<file path="src/design/vrt_pkg.sv">
// Shared constants, command and status types for the voxel ray traversal unit.
`timescale 1ns / 1ps

package vrt_pkg;

	localparam int FRAC_BITS      = 8;
	localparam int INT_BITS       = 8;
	localparam int IN_W           = INT_BITS + FRAC_BITS;
	localparam int REG_W          = INT_BITS + 1;
	localparam int VOX_W          = INT_BITS;
	localparam int MAX_VOXELS_DEF = 64;

	localparam int IN_DATA_W  = 6 * IN_W;
	localparam int OUT_DATA_W = 3 * VOX_W;
	localparam int OUT_USER_W = 2;
	localparam int CFG_IDX_W  = 3;

	// Voxel index, per-axis span, first crossing numerator.
	localparam int IDX_W  = INT_BITS + 1;
	localparam int SPAN_W = INT_BITS;
	localparam int NUM_W  = FRAC_BITS + 1;
	// Crossing numerator times a span of another axis.
	localparam int P_W    = FRAC_BITS + 2 * INT_BITS + 1;
	// Corner offset, its square and sums of three squares.
	localparam int Q_W    = IN_W + 2;
	localparam int SQ_W   = 2 * (IN_W + 1) + 1;
	localparam int MUL_W  = IN_W + 2;

	localparam logic [CFG_IDX_W-1:0] CFG_BOX_MIN_X = 3'd0;
	localparam logic [CFG_IDX_W-1:0] CFG_BOX_MAX_X = 3'd1;
	localparam logic [CFG_IDX_W-1:0] CFG_BOX_MIN_Y = 3'd2;
	localparam logic [CFG_IDX_W-1:0] CFG_BOX_MAX_Y = 3'd3;
	localparam logic [CFG_IDX_W-1:0] CFG_BOX_MIN_Z = 3'd4;
	localparam logic [CFG_IDX_W-1:0] CFG_BOX_MAX_Z = 3'd5;

	localparam int MUL_SEL_W = 4;
	localparam logic [MUL_SEL_W-1:0] MUL_LEN_X = 4'd0;
	localparam logic [MUL_SEL_W-1:0] MUL_LEN_Y = 4'd1;
	localparam logic [MUL_SEL_W-1:0] MUL_LEN_Z = 4'd2;
	localparam logic [MUL_SEL_W-1:0] MUL_SQ_X  = 4'd3;
	localparam logic [MUL_SEL_W-1:0] MUL_SQ_Y  = 4'd4;
	localparam logic [MUL_SEL_W-1:0] MUL_SQ_Z  = 4'd5;
	localparam logic [MUL_SEL_W-1:0] MUL_P01   = 4'd6;
	localparam logic [MUL_SEL_W-1:0] MUL_P10   = 4'd7;
	localparam logic [MUL_SEL_W-1:0] MUL_P02   = 4'd8;
	localparam logic [MUL_SEL_W-1:0] MUL_P20   = 4'd9;
	localparam logic [MUL_SEL_W-1:0] MUL_P12   = 4'd10;
	localparam logic [MUL_SEL_W-1:0] MUL_P21   = 4'd11;
	localparam logic [MUL_SEL_W-1:0] MUL_LAST  = MUL_P21;

	typedef struct packed {
		logic                 capture;
		logic                 mul_en;
		logic [MUL_SEL_W-1:0] mul_sel;
		logic                 walk;
		logic                 finish;
	} vrt_cmd_t;

	typedef struct packed {
		logic degenerate;
		logic inbox;
		logic stop;
		logic out_free;
	} vrt_stat_t;

endpackage

</file>
<file path="src/design/voxel_ray_traversal_unit.sv">
// Top level of the voxel ray traversal unit.
`timescale 1ns / 1ps

// Walks the integer voxels crossed by a ray with a 3D DDA.
// Input stream (s_*): one beat carries a ray, start and end points in signed
// Q8.8 voxel units. Output stream (m_*): one beat per voxel inside the box, in
// walk order, m_tlast on the final beat of the ray. A ray with no span or no
// voxel inside the box gives one beat with voxel_valid low and m_tlast high.
// Box registers are written through cfg_we / cfg_index / cfg_data; the user
// must write them only while idle, as the block does not enforce it. A ray
// is accepted only when the previous one is done. Setup captures the ray,
// then forms 12 products on one shared multiplier. Unless the ray has no
// span, the walk steps through the visited voxels, inside or outside the
// box, and the final beat follows. The first voxel enters the output
// register when the second is found; each voxel waits to learn if it is last.
// When m_tready is low the walk holds at the next voxel inside the box and
// resumes when the output register frees; voxels outside the box keep moving.
// Reset clears the control state and sets the box to its full range.
module voxel_ray_traversal_unit #(
	parameter int MAX_VOXELS = vrt_pkg::MAX_VOXELS_DEF
) (
	input  logic                              clk,
	input  logic                              arst_n,
	input  logic                              s_tvalid,
	output logic                              s_tready,
	// start_x, start_y, start_z, end_x, end_y, end_z
	input  logic [vrt_pkg::IN_DATA_W-1:0]     s_tdata,
	output logic                              m_tvalid,
	input  logic                              m_tready,
	// voxel_x, voxel_y, voxel_z
	output logic [vrt_pkg::OUT_DATA_W-1:0]    m_tdata,
	// voxel_valid, truncated
	output logic [vrt_pkg::OUT_USER_W-1:0]    m_tuser,
	output logic                              m_tlast,
	input  logic                              cfg_we,
	input  logic [vrt_pkg::CFG_IDX_W-1:0]     cfg_index,
	input  logic [vrt_pkg::REG_W-1:0]         cfg_data
);
	import vrt_pkg::*;

	vrt_cmd_t  cmd;
	vrt_stat_t stat;

	vrt_ctrl u_ctrl (
		.clk      (clk),
		.arst_n   (arst_n),
		.in_valid (s_tvalid),
		.in_ready (s_tready),
		.cmd      (cmd),
		.stat     (stat)
	);

	vrt_datapath #(
		.MAX_VOXELS (MAX_VOXELS)
	) u_datapath (
		.clk       (clk),
		.arst_n    (arst_n),
		.cmd       (cmd),
		.stat      (stat),
		.in_data   (s_tdata),
		.cfg_we    (cfg_we),
		.cfg_index (cfg_index),
		.cfg_data  (cfg_data),
		.out_data  (m_tdata),
		.out_user  (m_tuser),
		.out_last  (m_tlast),
		.out_valid (m_tvalid),
		.out_ready (m_tready)
	);

endmodule

</file>
<file path="src/design/vrt_ctrl.sv">
// Sequencing state machine of the voxel ray traversal unit.
`timescale 1ns / 1ps

module vrt_ctrl (
	input  logic              clk,
	input  logic              arst_n,
	input  logic              in_valid,
	output logic              in_ready,
	output vrt_pkg::vrt_cmd_t cmd,
	input  vrt_pkg::vrt_stat_t stat
);
	import vrt_pkg::*;

	localparam logic [1:0] ST_IDLE  = 2'd0;
	localparam logic [1:0] ST_SETUP = 2'd1;
	localparam logic [1:0] ST_WALK  = 2'd2;
	localparam logic [1:0] ST_DONE  = 2'd3;

	logic [1:0]           state_q;
	logic [MUL_SEL_W-1:0] mcnt_q;

	assign in_ready = (state_q == ST_IDLE);

	always_comb begin
		cmd         = '0;
		cmd.mul_sel = mcnt_q;
		case (state_q)
			ST_IDLE:  cmd.capture = in_valid;
			ST_SETUP: cmd.mul_en  = 1'b1;
			// A voxel inside the box needs room in the output register.
			ST_WALK:  cmd.walk    = !stat.inbox || stat.out_free;
			ST_DONE:  cmd.finish  = stat.out_free;
			default:  cmd         = '0;
		endcase
	end

	always_ff @(posedge clk or negedge arst_n) begin
		if (!arst_n) begin
			state_q <= ST_IDLE;
			mcnt_q  <= '0;
		end else begin
			case (state_q)
				ST_IDLE: begin
					if (in_valid) begin
						state_q <= ST_SETUP;
						mcnt_q  <= '0;
					end
				end
				ST_SETUP: begin
					if (mcnt_q == MUL_LAST) begin
						state_q <= stat.degenerate ? ST_DONE : ST_WALK;
					end else begin
						mcnt_q <= mcnt_q + 1'b1;
					end
				end
				ST_WALK: begin
					if (cmd.walk && stat.stop) begin
						state_q <= ST_DONE;
					end
				end
				ST_DONE: begin
					if (stat.out_free) begin
						state_q <= ST_IDLE;
					end
				end
				default: state_q <= ST_IDLE;
			endcase
		end
	end

`ifndef NO_ASSERTIONS
	a_walk_not_degenerate: assert property (@(posedge clk) disable iff (!arst_n)
		(state_q == ST_WALK) |-> !stat.degenerate)
		else $error("walk entered for a ray with no span");
	a_finish_free: assert property (@(posedge clk) disable iff (!arst_n)
		cmd.finish |-> stat.out_free)
		else $error("final beat issued while output register is busy");
`endif

endmodule

</file>
<file path="src/design/vrt_datapath.sv">
// Setup, stepping and output datapath of the voxel ray traversal unit.
`timescale 1ns / 1ps

module vrt_datapath #(
	parameter int MAX_VOXELS = vrt_pkg::MAX_VOXELS_DEF
) (
	input  logic                             clk,
	input  logic                             arst_n,
	input  vrt_pkg::vrt_cmd_t                cmd,
	output vrt_pkg::vrt_stat_t               stat,
	input  logic [vrt_pkg::IN_DATA_W-1:0]    in_data,
	input  logic                             cfg_we,
	input  logic [vrt_pkg::CFG_IDX_W-1:0]    cfg_index,
	input  logic [vrt_pkg::REG_W-1:0]        cfg_data,
	output logic [vrt_pkg::OUT_DATA_W-1:0]   out_data,
	output logic [vrt_pkg::OUT_USER_W-1:0]   out_user,
	output logic                             out_last,
	output logic                             out_valid,
	input  logic                             out_ready
);
	import vrt_pkg::*;

	localparam int CNT_W = $clog2(MAX_VOXELS + 1);
	localparam logic [REG_W-1:0] BOX_MIN_RST = REG_W'(-(2 ** (INT_BITS - 1)));
	localparam logic [REG_W-1:0] BOX_MAX_RST = REG_W'(2 ** (INT_BITS - 1));
	localparam logic [NUM_W-1:0] ONE_VOX     = NUM_W'(2 ** FRAC_BITS);

	// Box registers.
	logic signed [REG_W-1:0] bmin_q [3];
	logic signed [REG_W-1:0] bmax_q [3];

	always_ff @(posedge clk or negedge arst_n) begin
		if (!arst_n) begin
			for (int a = 0; a < 3; a++) begin
				bmin_q[a] <= BOX_MIN_RST;
				bmax_q[a] <= BOX_MAX_RST;
			end
		end else if (cfg_we) begin
			case (cfg_index)
				CFG_BOX_MIN_X: bmin_q[0] <= cfg_data;
				CFG_BOX_MAX_X: bmax_q[0] <= cfg_data;
				CFG_BOX_MIN_Y: bmin_q[1] <= cfg_data;
				CFG_BOX_MAX_Y: bmax_q[1] <= cfg_data;
				CFG_BOX_MIN_Z: bmin_q[2] <= cfg_data;
				CFG_BOX_MAX_Z: bmax_q[2] <= cfg_data;
				default: ;
			endcase
		end
	end

	// Setup values taken straight from the input beat.
	logic signed [IN_W-1:0]  s_in   [3];
	logic signed [IN_W-1:0]  e_in   [3];
	logic signed [IDX_W-1:0] v_in   [3];
	logic signed [IDX_W-1:0] ev_in  [3];
	logic signed [IDX_W-1:0] d_in   [3];
	logic [FRAC_BITS-1:0]    fr_in  [3];
	logic [SPAN_W-1:0]       span_in[3];
	logic [NUM_W-1:0]        num_in [3];
	logic signed [IN_W:0]    de_in  [3];

	always_comb begin
		for (int a = 0; a < 3; a++) begin
			s_in[a]  = in_data[a*IN_W +: IN_W];
			e_in[a]  = in_data[(a+3)*IN_W +: IN_W];
			v_in[a]  = {s_in[a][IN_W-1], s_in[a][IN_W-1:FRAC_BITS]};
			ev_in[a] = {e_in[a][IN_W-1], e_in[a][IN_W-1:FRAC_BITS]};
			fr_in[a] = s_in[a][FRAC_BITS-1:0];
			d_in[a]  = ev_in[a] - v_in[a];
			span_in[a] = d_in[a][IDX_W-1] ? SPAN_W'(-d_in[a]) : SPAN_W'(d_in[a]);
			// Moving down from an integer start waits one whole voxel.
			if (!d_in[a][IDX_W-1]) begin
				num_in[a] = ONE_VOX - NUM_W'(fr_in[a]);
			end else if (fr_in[a] == '0) begin
				num_in[a] = ONE_VOX;
			end else begin
				num_in[a] = NUM_W'(fr_in[a]);
			end
			de_in[a] = {e_in[a][IN_W-1], e_in[a]} - {s_in[a][IN_W-1], s_in[a]};
		end
	end

	// Walk state.
	logic signed [IDX_W-1:0] v_q    [3];
	logic signed [IDX_W-1:0] ev_q   [3];
	logic [FRAC_BITS-1:0]    fr_q   [3];
	logic [SPAN_W-1:0]       span_q [3];
	logic                    neg_q  [3];
	logic [NUM_W-1:0]        num0_q [3];
	logic signed [IN_W:0]    de_q   [3];
	logic signed [Q_W-1:0]   q_q    [3];
	logic [SQ_W-1:0]         qsq_q  [3];
	logic [P_W-1:0]          p_q    [3][3];
	logic [SQ_W-1:0]         len2_q;
	logic [CNT_W-1:0]        cnt_q;
	logic                    pend_valid_q;
	logic                    pend_trunc_q;
	logic [OUT_DATA_W-1:0]   pend_q;

	// Shared multiplier for setup.
	logic signed [MUL_W-1:0]   ma, mb;
	logic signed [2*MUL_W-1:0] prod;

	always_comb begin
		ma = '0;
		mb = '0;
		case (cmd.mul_sel)
			MUL_LEN_X: begin ma = MUL_W'(de_q[0]); mb = MUL_W'(de_q[0]); end
			MUL_LEN_Y: begin ma = MUL_W'(de_q[1]); mb = MUL_W'(de_q[1]); end
			MUL_LEN_Z: begin ma = MUL_W'(de_q[2]); mb = MUL_W'(de_q[2]); end
			MUL_SQ_X:  begin ma = MUL_W'({1'b0, fr_q[0]}); mb = MUL_W'({1'b0, fr_q[0]}); end
			MUL_SQ_Y:  begin ma = MUL_W'({1'b0, fr_q[1]}); mb = MUL_W'({1'b0, fr_q[1]}); end
			MUL_SQ_Z:  begin ma = MUL_W'({1'b0, fr_q[2]}); mb = MUL_W'({1'b0, fr_q[2]}); end
			MUL_P01:   begin ma = MUL_W'({1'b0, num0_q[0]}); mb = MUL_W'({1'b0, span_q[1]}); end
			MUL_P10:   begin ma = MUL_W'({1'b0, num0_q[1]}); mb = MUL_W'({1'b0, span_q[0]}); end
			MUL_P02:   begin ma = MUL_W'({1'b0, num0_q[0]}); mb = MUL_W'({1'b0, span_q[2]}); end
			MUL_P20:   begin ma = MUL_W'({1'b0, num0_q[2]}); mb = MUL_W'({1'b0, span_q[0]}); end
			MUL_P12:   begin ma = MUL_W'({1'b0, num0_q[1]}); mb = MUL_W'({1'b0, span_q[2]}); end
			MUL_P21:   begin ma = MUL_W'({1'b0, num0_q[2]}); mb = MUL_W'({1'b0, span_q[1]}); end
			default:   begin ma = '0; mb = '0; end
		endcase
		prod = ma * mb;
	end

	// Per-step decisions.
	logic            inbox, atend, dist_stop, trunc_hit, stop;
	logic [SQ_W-1:0] corner_d2;
	logic            e01, e02, e12;
	logic [1:0]      ax;

	function automatic logic earlier(input logic [SPAN_W-1:0] span_a,
	                                 input logic [SPAN_W-1:0] span_b,
	                                 input logic [P_W-1:0] p_ab,
	                                 input logic [P_W-1:0] p_ba);
		earlier = (span_a != '0) && ((span_b == '0) || (p_ab < p_ba));
	endfunction

	always_comb begin
		inbox = 1'b1;
		atend = 1'b1;
		for (int a = 0; a < 3; a++) begin
			if (v_q[a] < bmin_q[a] || v_q[a] >= bmax_q[a]) inbox = 1'b0;
			if (v_q[a] != ev_q[a]) atend = 1'b0;
		end
		corner_d2 = qsq_q[0] + qsq_q[1] + qsq_q[2];
		dist_stop = inbox && (corner_d2 > len2_q);
		trunc_hit = inbox && (cnt_q >= CNT_W'(MAX_VOXELS - 1));
		stop      = atend || dist_stop || trunc_hit;
		e01 = earlier(span_q[0], span_q[1], p_q[0][1], p_q[1][0]);
		e02 = earlier(span_q[0], span_q[2], p_q[0][2], p_q[2][0]);
		e12 = earlier(span_q[1], span_q[2], p_q[1][2], p_q[2][1]);
		// Ties go to the higher axis.
		if (e01) begin
			ax = e02 ? 2'd0 : 2'd2;
		end else begin
			ax = e12 ? 2'd1 : 2'd2;
		end
	end

	// Square update when the corner offset moves one voxel along the axis.
	logic signed [SQ_W:0] q_ext, q_dlt;
	logic [SQ_W-1:0]      qsq_nxt;

	always_comb begin
		q_ext   = (SQ_W+1)'(q_q[ax]);
		q_dlt   = neg_q[ax] ? -(q_ext <<< (FRAC_BITS + 1)) : (q_ext <<< (FRAC_BITS + 1));
		qsq_nxt = SQ_W'($signed({1'b0, qsq_q[ax]}) + q_dlt
		                + (SQ_W+1)'(2 ** (2 * FRAC_BITS)));
	end

	logic [OUT_DATA_W-1:0] vox_now;
	assign vox_now = {v_q[2][VOX_W-1:0], v_q[1][VOX_W-1:0], v_q[0][VOX_W-1:0]};

	// Payload registers.
	always_ff @(posedge clk) begin
		if (cmd.capture) begin
			for (int a = 0; a < 3; a++) begin
				v_q[a]    <= v_in[a];
				ev_q[a]   <= ev_in[a];
				fr_q[a]   <= fr_in[a];
				span_q[a] <= span_in[a];
				neg_q[a]  <= d_in[a][IDX_W-1];
				num0_q[a] <= num_in[a];
				de_q[a]   <= de_in[a];
				q_q[a]    <= -Q_W'(fr_in[a]);
				p_q[a][a] <= '0;
			end
			len2_q <= '0;
		end else if (cmd.mul_en) begin
			case (cmd.mul_sel)
				MUL_LEN_X, MUL_LEN_Y, MUL_LEN_Z: len2_q <= len2_q + prod[SQ_W-1:0];
				MUL_SQ_X: qsq_q[0]  <= prod[SQ_W-1:0];
				MUL_SQ_Y: qsq_q[1]  <= prod[SQ_W-1:0];
				MUL_SQ_Z: qsq_q[2]  <= prod[SQ_W-1:0];
				MUL_P01:  p_q[0][1] <= prod[P_W-1:0];
				MUL_P10:  p_q[1][0] <= prod[P_W-1:0];
				MUL_P02:  p_q[0][2] <= prod[P_W-1:0];
				MUL_P20:  p_q[2][0] <= prod[P_W-1:0];
				MUL_P12:  p_q[1][2] <= prod[P_W-1:0];
				MUL_P21:  p_q[2][1] <= prod[P_W-1:0];
				default: ;
			endcase
		end else if (cmd.walk) begin
			if (inbox) begin
				pend_q       <= vox_now;
				pend_trunc_q <= trunc_hit && !atend && !dist_stop;
			end
			if (!stop) begin
				v_q[ax]   <= neg_q[ax] ? v_q[ax] - 1'b1 : v_q[ax] + 1'b1;
				q_q[ax]   <= neg_q[ax] ? q_q[ax] - Q_W'(ONE_VOX) : q_q[ax] + Q_W'(ONE_VOX);
				qsq_q[ax] <= qsq_nxt;
				// The stepped axis' crossing moves one voxel later in time.
				for (int b = 0; b < 3; b++) begin
					if (b != int'(ax)) begin
						p_q[ax][b] <= p_q[ax][b] + (P_W'(span_q[b]) << FRAC_BITS);
					end
				end
			end
		end
	end

	// Count of emitted voxels and the held-back voxel.
	always_ff @(posedge clk or negedge arst_n) begin
		if (!arst_n) begin
			cnt_q        <= '0;
			pend_valid_q <= 1'b0;
		end else if (cmd.capture) begin
			cnt_q        <= '0;
			pend_valid_q <= 1'b0;
		end else if (cmd.walk && inbox) begin
			cnt_q        <= cnt_q + 1'b1;
			pend_valid_q <= 1'b1;
		end
	end

	// Output register. A voxel is held until the next one shows whether it ends the ray.
	logic out_load;
	assign out_load = (cmd.walk && inbox && pend_valid_q) || cmd.finish;

	always_ff @(posedge clk) begin
		if (out_load) begin
			if (cmd.finish) begin
				out_data <= pend_valid_q ? pend_q : '0;
				out_user <= {pend_valid_q && pend_trunc_q, pend_valid_q};
				out_last <= 1'b1;
			end else begin
				out_data <= pend_q;
				out_user <= 2'b01;
				out_last <= 1'b0;
			end
		end
	end

	always_ff @(posedge clk or negedge arst_n) begin
		if (!arst_n) begin
			out_valid <= 1'b0;
		end else if (out_load) begin
			out_valid <= 1'b1;
		end else if (out_ready) begin
			out_valid <= 1'b0;
		end
	end

	always_comb begin
		stat.degenerate = (span_q[0] == '0) && (span_q[1] == '0) && (span_q[2] == '0);
		stat.inbox      = inbox;
		stat.stop       = stop;
		stat.out_free   = !out_valid || out_ready;
	end

`ifndef NO_ASSERTIONS
	a_cnt_bound: assert property (@(posedge clk) disable iff (!arst_n)
		(cmd.walk && inbox) |-> (cnt_q < CNT_W'(MAX_VOXELS)))
		else $error("voxel emitted beyond the limit");
	a_capture_clears: assert property (@(posedge clk) disable iff (!arst_n)
		cmd.capture |=> (cnt_q == '0 && !pend_valid_q))
		else $error("new ray did not clear the emit count");
`endif

endmodule
</file>
<file path="config.mk">
export PLATFORM = sky130hd
export DESIGN_NAME = voxel_ray_traversal_unit
export DESIGN_NICKNAME = d
export VERILOG_FILES = /design/src/design/vrt_pkg.sv /design/src/design/voxel_ray_traversal_unit.sv /design/src/design/vrt_ctrl.sv /design/src/design/vrt_datapath.sv
export SDC_FILE = /design/constraint.sdc
export NUM_CORES = 2
export LEC_CHECK = 0
export BUFFER_PORTS_ARGS = -buffer_cell sky130_fd_sc_hd__buf_4
export CORE_MARGIN = 2
export CORE_UTILIZATION = 58
export DETAILED_ROUTE_END_ITERATION = 16
export PLACE_DENSITY = 0.89
export SYNTH_ARGS = -nofsm -noshare
export SYNTH_HDL_FRONTEND = slang
export SYNTH_SLANG_ARGS = --single-unit
</file>
<file path="constraint.sdc">
create_clock -name clk -period 10.5 [get_ports clk]
set_input_delay 2.1 -clock clk [delete_from_list [all_inputs] [get_ports clk]]
set_output_delay 2.1 -clock clk [all_outputs]
set_load 0.02 [all_outputs]
</file>
# --- After elaboration in Yosys (flattened, before gate mapping) ---
# Memories as Yosys holds them, arrays and structs flattened.
# Index checks and enable logic that the tools add are counted.
totals:
  output_inout_bits: 29
  ff_bits: 156
  inputBits: 113
  n_memories: 10
  ram_bits: 567
  wordCells: 290
mem_list:
  columns: ["name", "words", "width", "rd", "rd_clocked_by_memory_dff", "wr", "line_no", "rtl"]
  rows:
  - ["u_datapath.p_q", 3, 75, 4, 0, 3, "vrt_datapath.sv:93", "logic [P_W-1:0] p_q [3][3];"]
  - ["u_datapath.qsq_q", 3, 35, 4, 0, 1, "vrt_datapath.sv:92", "logic [SQ_W-1:0] qsq_q [3];"]
  - ["u_datapath.q_q", 3, 18, 1, 0, 3, "vrt_datapath.sv:91", "logic signed [Q_W-1:0] q_q [3];"]
  - ["u_datapath.de_q", 3, 17, 3, 0, 3, "vrt_datapath.sv:90", "logic signed [IN_W:0] de_q [3];"]
  - ["u_datapath.ev_q", 3, 9, 3, 0, 3, "vrt_datapath.sv:85", "logic signed [IDX_W-1:0] ev_q [3];"]
  - ["u_datapath.num0_q", 3, 9, 3, 0, 3, "vrt_datapath.sv:89", "logic [NUM_W-1:0] num0_q [3];"]
  - ["4 more memories", null, null, null, null, null, null, null]
classes:
  n_eq_ne: 29
  n_addsub: 30
  order_cmp: 11
  bitwise: 2
  multipliers: 1
  n_mux: 124
  n_reduce_logical: 66
ops:
  columns: ["cell", "count"]
  rows:
  - ["$pmux 18 s9", 2]
  - ["$add 35x35->35", 4]
  - ["$mux 35", 4]
  - ["$reduce_or 35->1", 3]
  - ["$mux 1", 82]
  - ["$add 25x16->25", 3]
  - ["$lt 25x25->1", 3]
  - ["$mux 75", 1]
  - ["$reduce_or 75->1", 1]
  - ["$mux 9", 8]
  - ["$neg 8->18", 3]
  - ["$sub 16x16->17", 3]
  - ["$logic_not 8->1", 6]
  - ["$mux 24", 2]
  - ["$mux 18", 2]
  - ["$add 35x18->35 const B", 1]
  - ["$gt 35x35->1", 1]
  - ["$mul 18x18->35", 1]
  - ["$neg 27->35", 1]
  - ["$ge 9x9->1", 3]
  - ["$lt 9x9->1", 3]
  - ["$ne 9x9->1", 3]
  - ["$sub 8x8->9", 3]
  - ["$sub 9x8->9 const A", 3]
  - ["43 further kinds", 117]

# --- Longest topological paths before layout ---
# An unclocked memory read counts as a cell.
logic_depth:
  depth_word: 16
  ltp_mapped: 45
  mapped_depth_nobuf: 43

# --- By module ---
# A second synthesis with hierarchy kept.
unflattened:
  hier_cells: 5831
  area_unflattened_um2: 56451.6
modules_own_cells:
  columns: ["module", "seq_area_each_um2", "n_inst", "area_each_um2", "cells_each"]
  rows:
  - ["vrt_datapath", 20726.1, 1, 56012.5, 5784]
  - ["vrt_ctrl", 150.1, 1, 439.2, 47]

# --- Least setup slack after synthesis ---
# Ideal clock, no wire load.
synth_timing:
  path_type: "register to register"
  start: "register u_ctrl.mcnt_q[0]"
  end: "register u_datapath.len2_q[34]"
  synth_period_minus_slack_ns: 9.881
  stages_incl_launch_ff: 42
  arrival_ns: 9.765
  required_ns: 10.384
  setup_time_ns: 0.116
  n_path_buf: 2
  path_slack_ns: 0.619
  path_cell_list: "dfrtp_1 > ha_1 > and2_1 > clkbuf_1 > a22oi_1 > and2_1 > clkbuf_1 > clkinv_1 > nor2_1 > nor2_1 > fa_1 > inv_1 > fa_1 > fa_1 > inv_1 > fa_1 > fa_1 > inv_1 > [... 6 more ...] > a21o_1 > a211oi_1 > o21ai_0 > a41o_1 > a21o_1 > a21oi_1 > xnor2_1 > inv_1 > ha_1 > and4_1 > nand3_1 > nor3_1 > nor3_1 > or3_1 > o21ai_0 > xor2_1 > a211oi_1 > a31o_2"
synth_between:
  elab_chain_len: 5
  word_cells_on_any_way: 24
  cone_classes: "add/sub: 1; mul: 1; eq/ne: 11; mux: 2; reduce/logical: 9"
synth_rtl:
  columns: ["element", "line_no", "rtl"]
  rows:
  - ["start: declaration", "vrt_ctrl.sv:20", "logic [MUL_SEL_W-1:0] mcnt_q;"]
  - ["start signal: assignment", "vrt_ctrl.sv:53", "mcnt_q <= mcnt_q + 1'b1;"]
  - ["$eq 4x4->1 / $eq 4x3->1 (equally long branches)", "vrt_datapath.sv:107", "case (cmd.mul_sel)"]
  - ["$reduce_or 2->1 (no source line)", null, null]
  - ["$pmux 18 s9", "vrt_datapath.sv:107", null]
  - ["$mul 18x18->35", "vrt_datapath.sv:122", "prod = ma * mb;"]
  - ["$add 35x35->35", "vrt_datapath.sv:191", "MUL_LEN_X, MUL_LEN_Y, MUL_LEN_Z: len2_q <= len2_q + prod[SQ_W-1:0];"]
  - ["end signal: assignment", "vrt_datapath.sv:191", null]
  - ["end: declaration", "vrt_datapath.sv:94", "logic [SQ_W-1:0] len2_q;"]
# Parallel ways exist; a longest one is shown, timed or not.
# A chain may end at the register's enable or synchronous reset.

# --- Final worst setup path ---
# Same ends and word-level chain as after synthesis.

==> key figures <==
Status
  • Status: completed

Synth
  • Post-synth EDFFs: 608
  • Synth cell types: 78
  • Ys flop type: edfxtp_1
  • Synth area leaders: edfxtp_1 32%, fa_1 13%, ha_1 11%
  • Cells after Synth: around 5800
  • FFs w/ async S/R, synth: 9.691%
  • Avg Cell Area, Syn: 9.692 µm²
  • Yosys reg bits: between 700 and 800
  • Share of the synthesized area in the top cell type: 32.40%
  • Post-Syn Area: 56360 µm²
  • Synth area leader: edfxtp_1
  • Seq/Total Area, Yosys: approximately 37%
  • Yosys warnings: 0

Floorplan
  • Initial core utilization: 58.45%
  • Die X-Extent: 315.7 µm
  • Core Area: 96420 µm²
  • I/O pin total: 142
  • Die Height: 315.7 µm
  • Die area: 99680 µm²
  • Std-Cell Rows: 114

STA
  • Setup ws final: 0.5193 ns
  • Worst-case headroom to the max-slew limit: 11.87%
  • Fmax: 0.1002 GHz
  • Least-Margin Pin Slew: about 1.3 ns
  • Final Max Slew Viols: 0
  • Fin crit share: 95.05%
  • Endpoints failing hold: 0
  • Final setup violation count: 0
  • Minimum clock period: 9.981 ns
  • Worst Skew: ~0.048 ns

Placed design
  • Post-Place Setup Slack: between 0.2 and 0.25 ns
  • GPL Wtd Cong: just over 1
  • HPWL after DPL: between 100000 and 150000 µm
  • PortBufs: 141

Routing
  • First-pass DRT Iterations: 8
  • Vias: 45775
  • Routed len/inst: 23.43 µm
  • Drt initial violations: 5784
  • DRC violations left: 0
  • Vias per cell: 6.210
  • Drt total wl: 172700 µm
  • ANT nets after route: 0

GRT
  • First-pass GRT wire length: 263600 µm
  • Met1 Use GR: 44.81%
  • Largest net degree at the start of global routing: 103
  • Number of global-route vias before repair: 46373
  • Grt total ovfl: 0
  • Met3 global-route usage: 8.815%
  • Grt peak-use layer: met2
  • Met2 GRT Util: 54.43%
  • Antenna violations before repair: 4
  • Total Routing Usage GR: roughly a third

Critical path
  • Type of origin of the critical path: flip-flop
  • Crit path arrival time: 10.52 ns
  • Worst-case reg-to-reg path depth: 39
  • Kind of critical path: reg -> reg
  • Crit. End Element: flip-flop
  • CP max stage cell: fa_1
  • CP Max Fanout: 11
  • CP max stage delay: between 0.5 and 0.6 ns
  • CP Data Required Time: 11.04 ns

Finish
  • Syn-to-layout area delta: 10.84%
  • Layout cells sized above 1: 9.704%
  • Fin nets: between 6000 and 7000

Job
  • Maxcap violations: 0

Clock network
  • CTS root buffer: clkbuf_16
  • CTS Hold Bufs: 0
  • Clock sinks: 712
  • CTS H-tree depth: 3
  • Worst-path clk slew: roughly 0.060 ns
  • Clock Latency Late Sink: 0.68 ns
  • Clock Tree Buf Depth: 3
  • CTS tree: yes
  • Total CTS buffers: 78

Min path
  • Hold Crit Depth: 2
  • Worst Hold Class: reg -> reg
==> layer usage <==
layer	up-vias	wire length [µm]
met2	2921	77530
met1	22015	63730
met5	-	0
li1	20249	-
met3	590	21660
met4	0	9810
==> what timing repair did <==
item                                    4_1_cts  5_1_grt
endpoints found under the setup margin        0       11
buffers inserted                              0        7
resized for setup                             0       37
==> flip-flops by register name, indices dropped and copies added (netlist names) <==
name and count:
u_datapath.p_q 217, u_datapath.qsq_q 105, u_datapath.q_q 54, u_datapath.de_q 51, u_datapath.len2_q 35, u_datapath.bmax_q 27
u_datapath.bmin_q 27, u_datapath.num0_q 27, u_datapath.v_q 27, u_datapath.ev_q 24, u_datapath.fr_q 24, u_datapath.out_data 24
u_datapath.pend_q 24, u_datapath.span_q 24, u_datapath.cnt_q 7, u_ctrl.mcnt_q 4, u_datapath.neg_q 3, u_ctrl.state_q 2
u_datapath.out_user 2, u_datapath.out_last 1, u_datapath.out_valid 1, u_datapath.pend_trunc_q 1, u_datapath.pend_valid_q 1
==> cells in the mapped netlist (8+ instances only) <==
cell type,count
a31oi_1,100
xnor2_1,205
fa_1,362
mux2i_1,22
edfxtp_1,608
and2_1,51
nand3_1,122
nand4_1,39
and3_1,35
or4_1,8
inv_1,797
o21ai_0,352
nand2b_1,50
mux2_2,92
o21bai_1,28
or3_1,18
dfstp_2,9
nor3b_1,9
a21o_1,127
a31o_2,9
nand2_1,659
nor2_1,448
buf_1,32
clkbuf_1,177
a222oi_1,9
nor2b_1,54
ha_1,475
nor3_1,47
a211oi_1,23
xor2_1,91
or2_2,22
o22ai_1,20
nor4_1,36
dfrtp_1,60
a22o_1,25
a21oi_1,302
o21a_1,30
o211ai_1,15
a21boi_0,23
a22oi_1,42
o31ai_1,38
a2111oi_0,8
dfxtp_1,35
==> layout make-up <==
| type | instances | area (µm²) |
|---|---|---|
| antenna | 5 | 12.51 |
| tap | 1276 | 1597 |
| timing repair buffer | 278 | 2191 |
| sequential | 712 | 20700 |
| inverter | 800 | 3008 |
| clock inverter | 48 | 571.8 |
| fill | 7252 | 33960 |
| multi-input combinational | 4155 | 32310 |
| clock buffer | 97 | 2074 |
==> stage by stage <==
step	std cells	area [µm²]	utilization [%]	hold WS [ns]	setup TNS, ns
final	7371	62460	64.78	0.4788	0
after floorplan	5882	56610	-	0.4492	0
after global placement	7214	59650	61.86	0.4580	0
after detailed placement	7214	59650	61.86	0.4675	0
after CTS	7359	62300	64.61	0.4770	0
after global routing	7370	62460	64.78	0.5068	-0.05509
==> cell families (layout without fill, tap and decap cells) <==
| kind of cell | Yosys count | in the layout | synth area share, % |
|---|---|---|---|
| simple gates | 1623 | 1623 | 12.88 |
| fa+ha+maj | 837 | 837 | 23.40 |
| other cells | 1 | 73 | 0.006654 |
| xor+xnor | 296 | 296 | 4.600 |
| compound gates | 1217 | 1217 | 13.38 |
| flops | 712 | 712 | 36.72 |
| mux | 114 | 114 | 2.229 |
| buf+inv | 1015 | 1223 | 6.778 |
==> critical path: cells and delay by family (launching register included) <==
| family | cells | cell delay (ns) |
|---|---|---|
| xor+xnor | 2 | 0.40 |
| flops | 1 | 0.44 |
| compound gates | 14 | 3.06 |
| fa+ha+maj | 9 | 3.92 |
| simple gates | 7 | 1.34 |
| buf+inv | 7 | 0.68 |
==> cell usage in the layout (no fill, tap or decap), types with 19 or more instances in the layout <==
cell and n:
clkinv_2 20, nor3_1 45, inv_1 796, xnor2_1 203, nor2_1 439, a21oi_1 300
a22oi_1 42, nand2b_1 49, nor2b_1 53, dfxtp_1 35, fa_1 362, a211oi_1 21
clkbuf_16 79, o22ai_1 19, and2_1 44, dfrtp_1 60, xor2_1 90, buf_4 269
o21bai_1 28, nand2_1 658, edfxtp_1 608, nand4_1 39, a31oi_1 100, a22o_1 23
or2_2 22, and3_1 34, a21o_1 127, nand3_1 121, nor4_1 35, mux2_2 92
ha_1 472, o21a_1 29, a21boi_0 23, o31ai_1 37, mux2i_1 22, o21ai_0 347
conb_1 68
==> worst paths after layout <==
kind / from / end / slack [ns]
setup / recovery: u_ctrl.mcnt_q[0] / u_datapath.len2_q[34] / 0.52
hold / removal: u_datapath.len2_q[32] / u_datapath.len2_q[32] / 0.48
setup reg to reg: u_ctrl.mcnt_q[0] / u_datapath.len2_q[34] / 0.52
hold reg to reg: u_datapath.len2_q[32] / u_datapath.len2_q[32] / 0.48
max in group asynchronous: arst_n / u_datapath.bmin_q[15] / 8.30
min in group asynchronous: arst_n / u_datapath.bmax_q[6] / 1.58
Power is not shown: default switching activity piles up to over one toggle a cycle in this logic, so the estimate is an artifact.
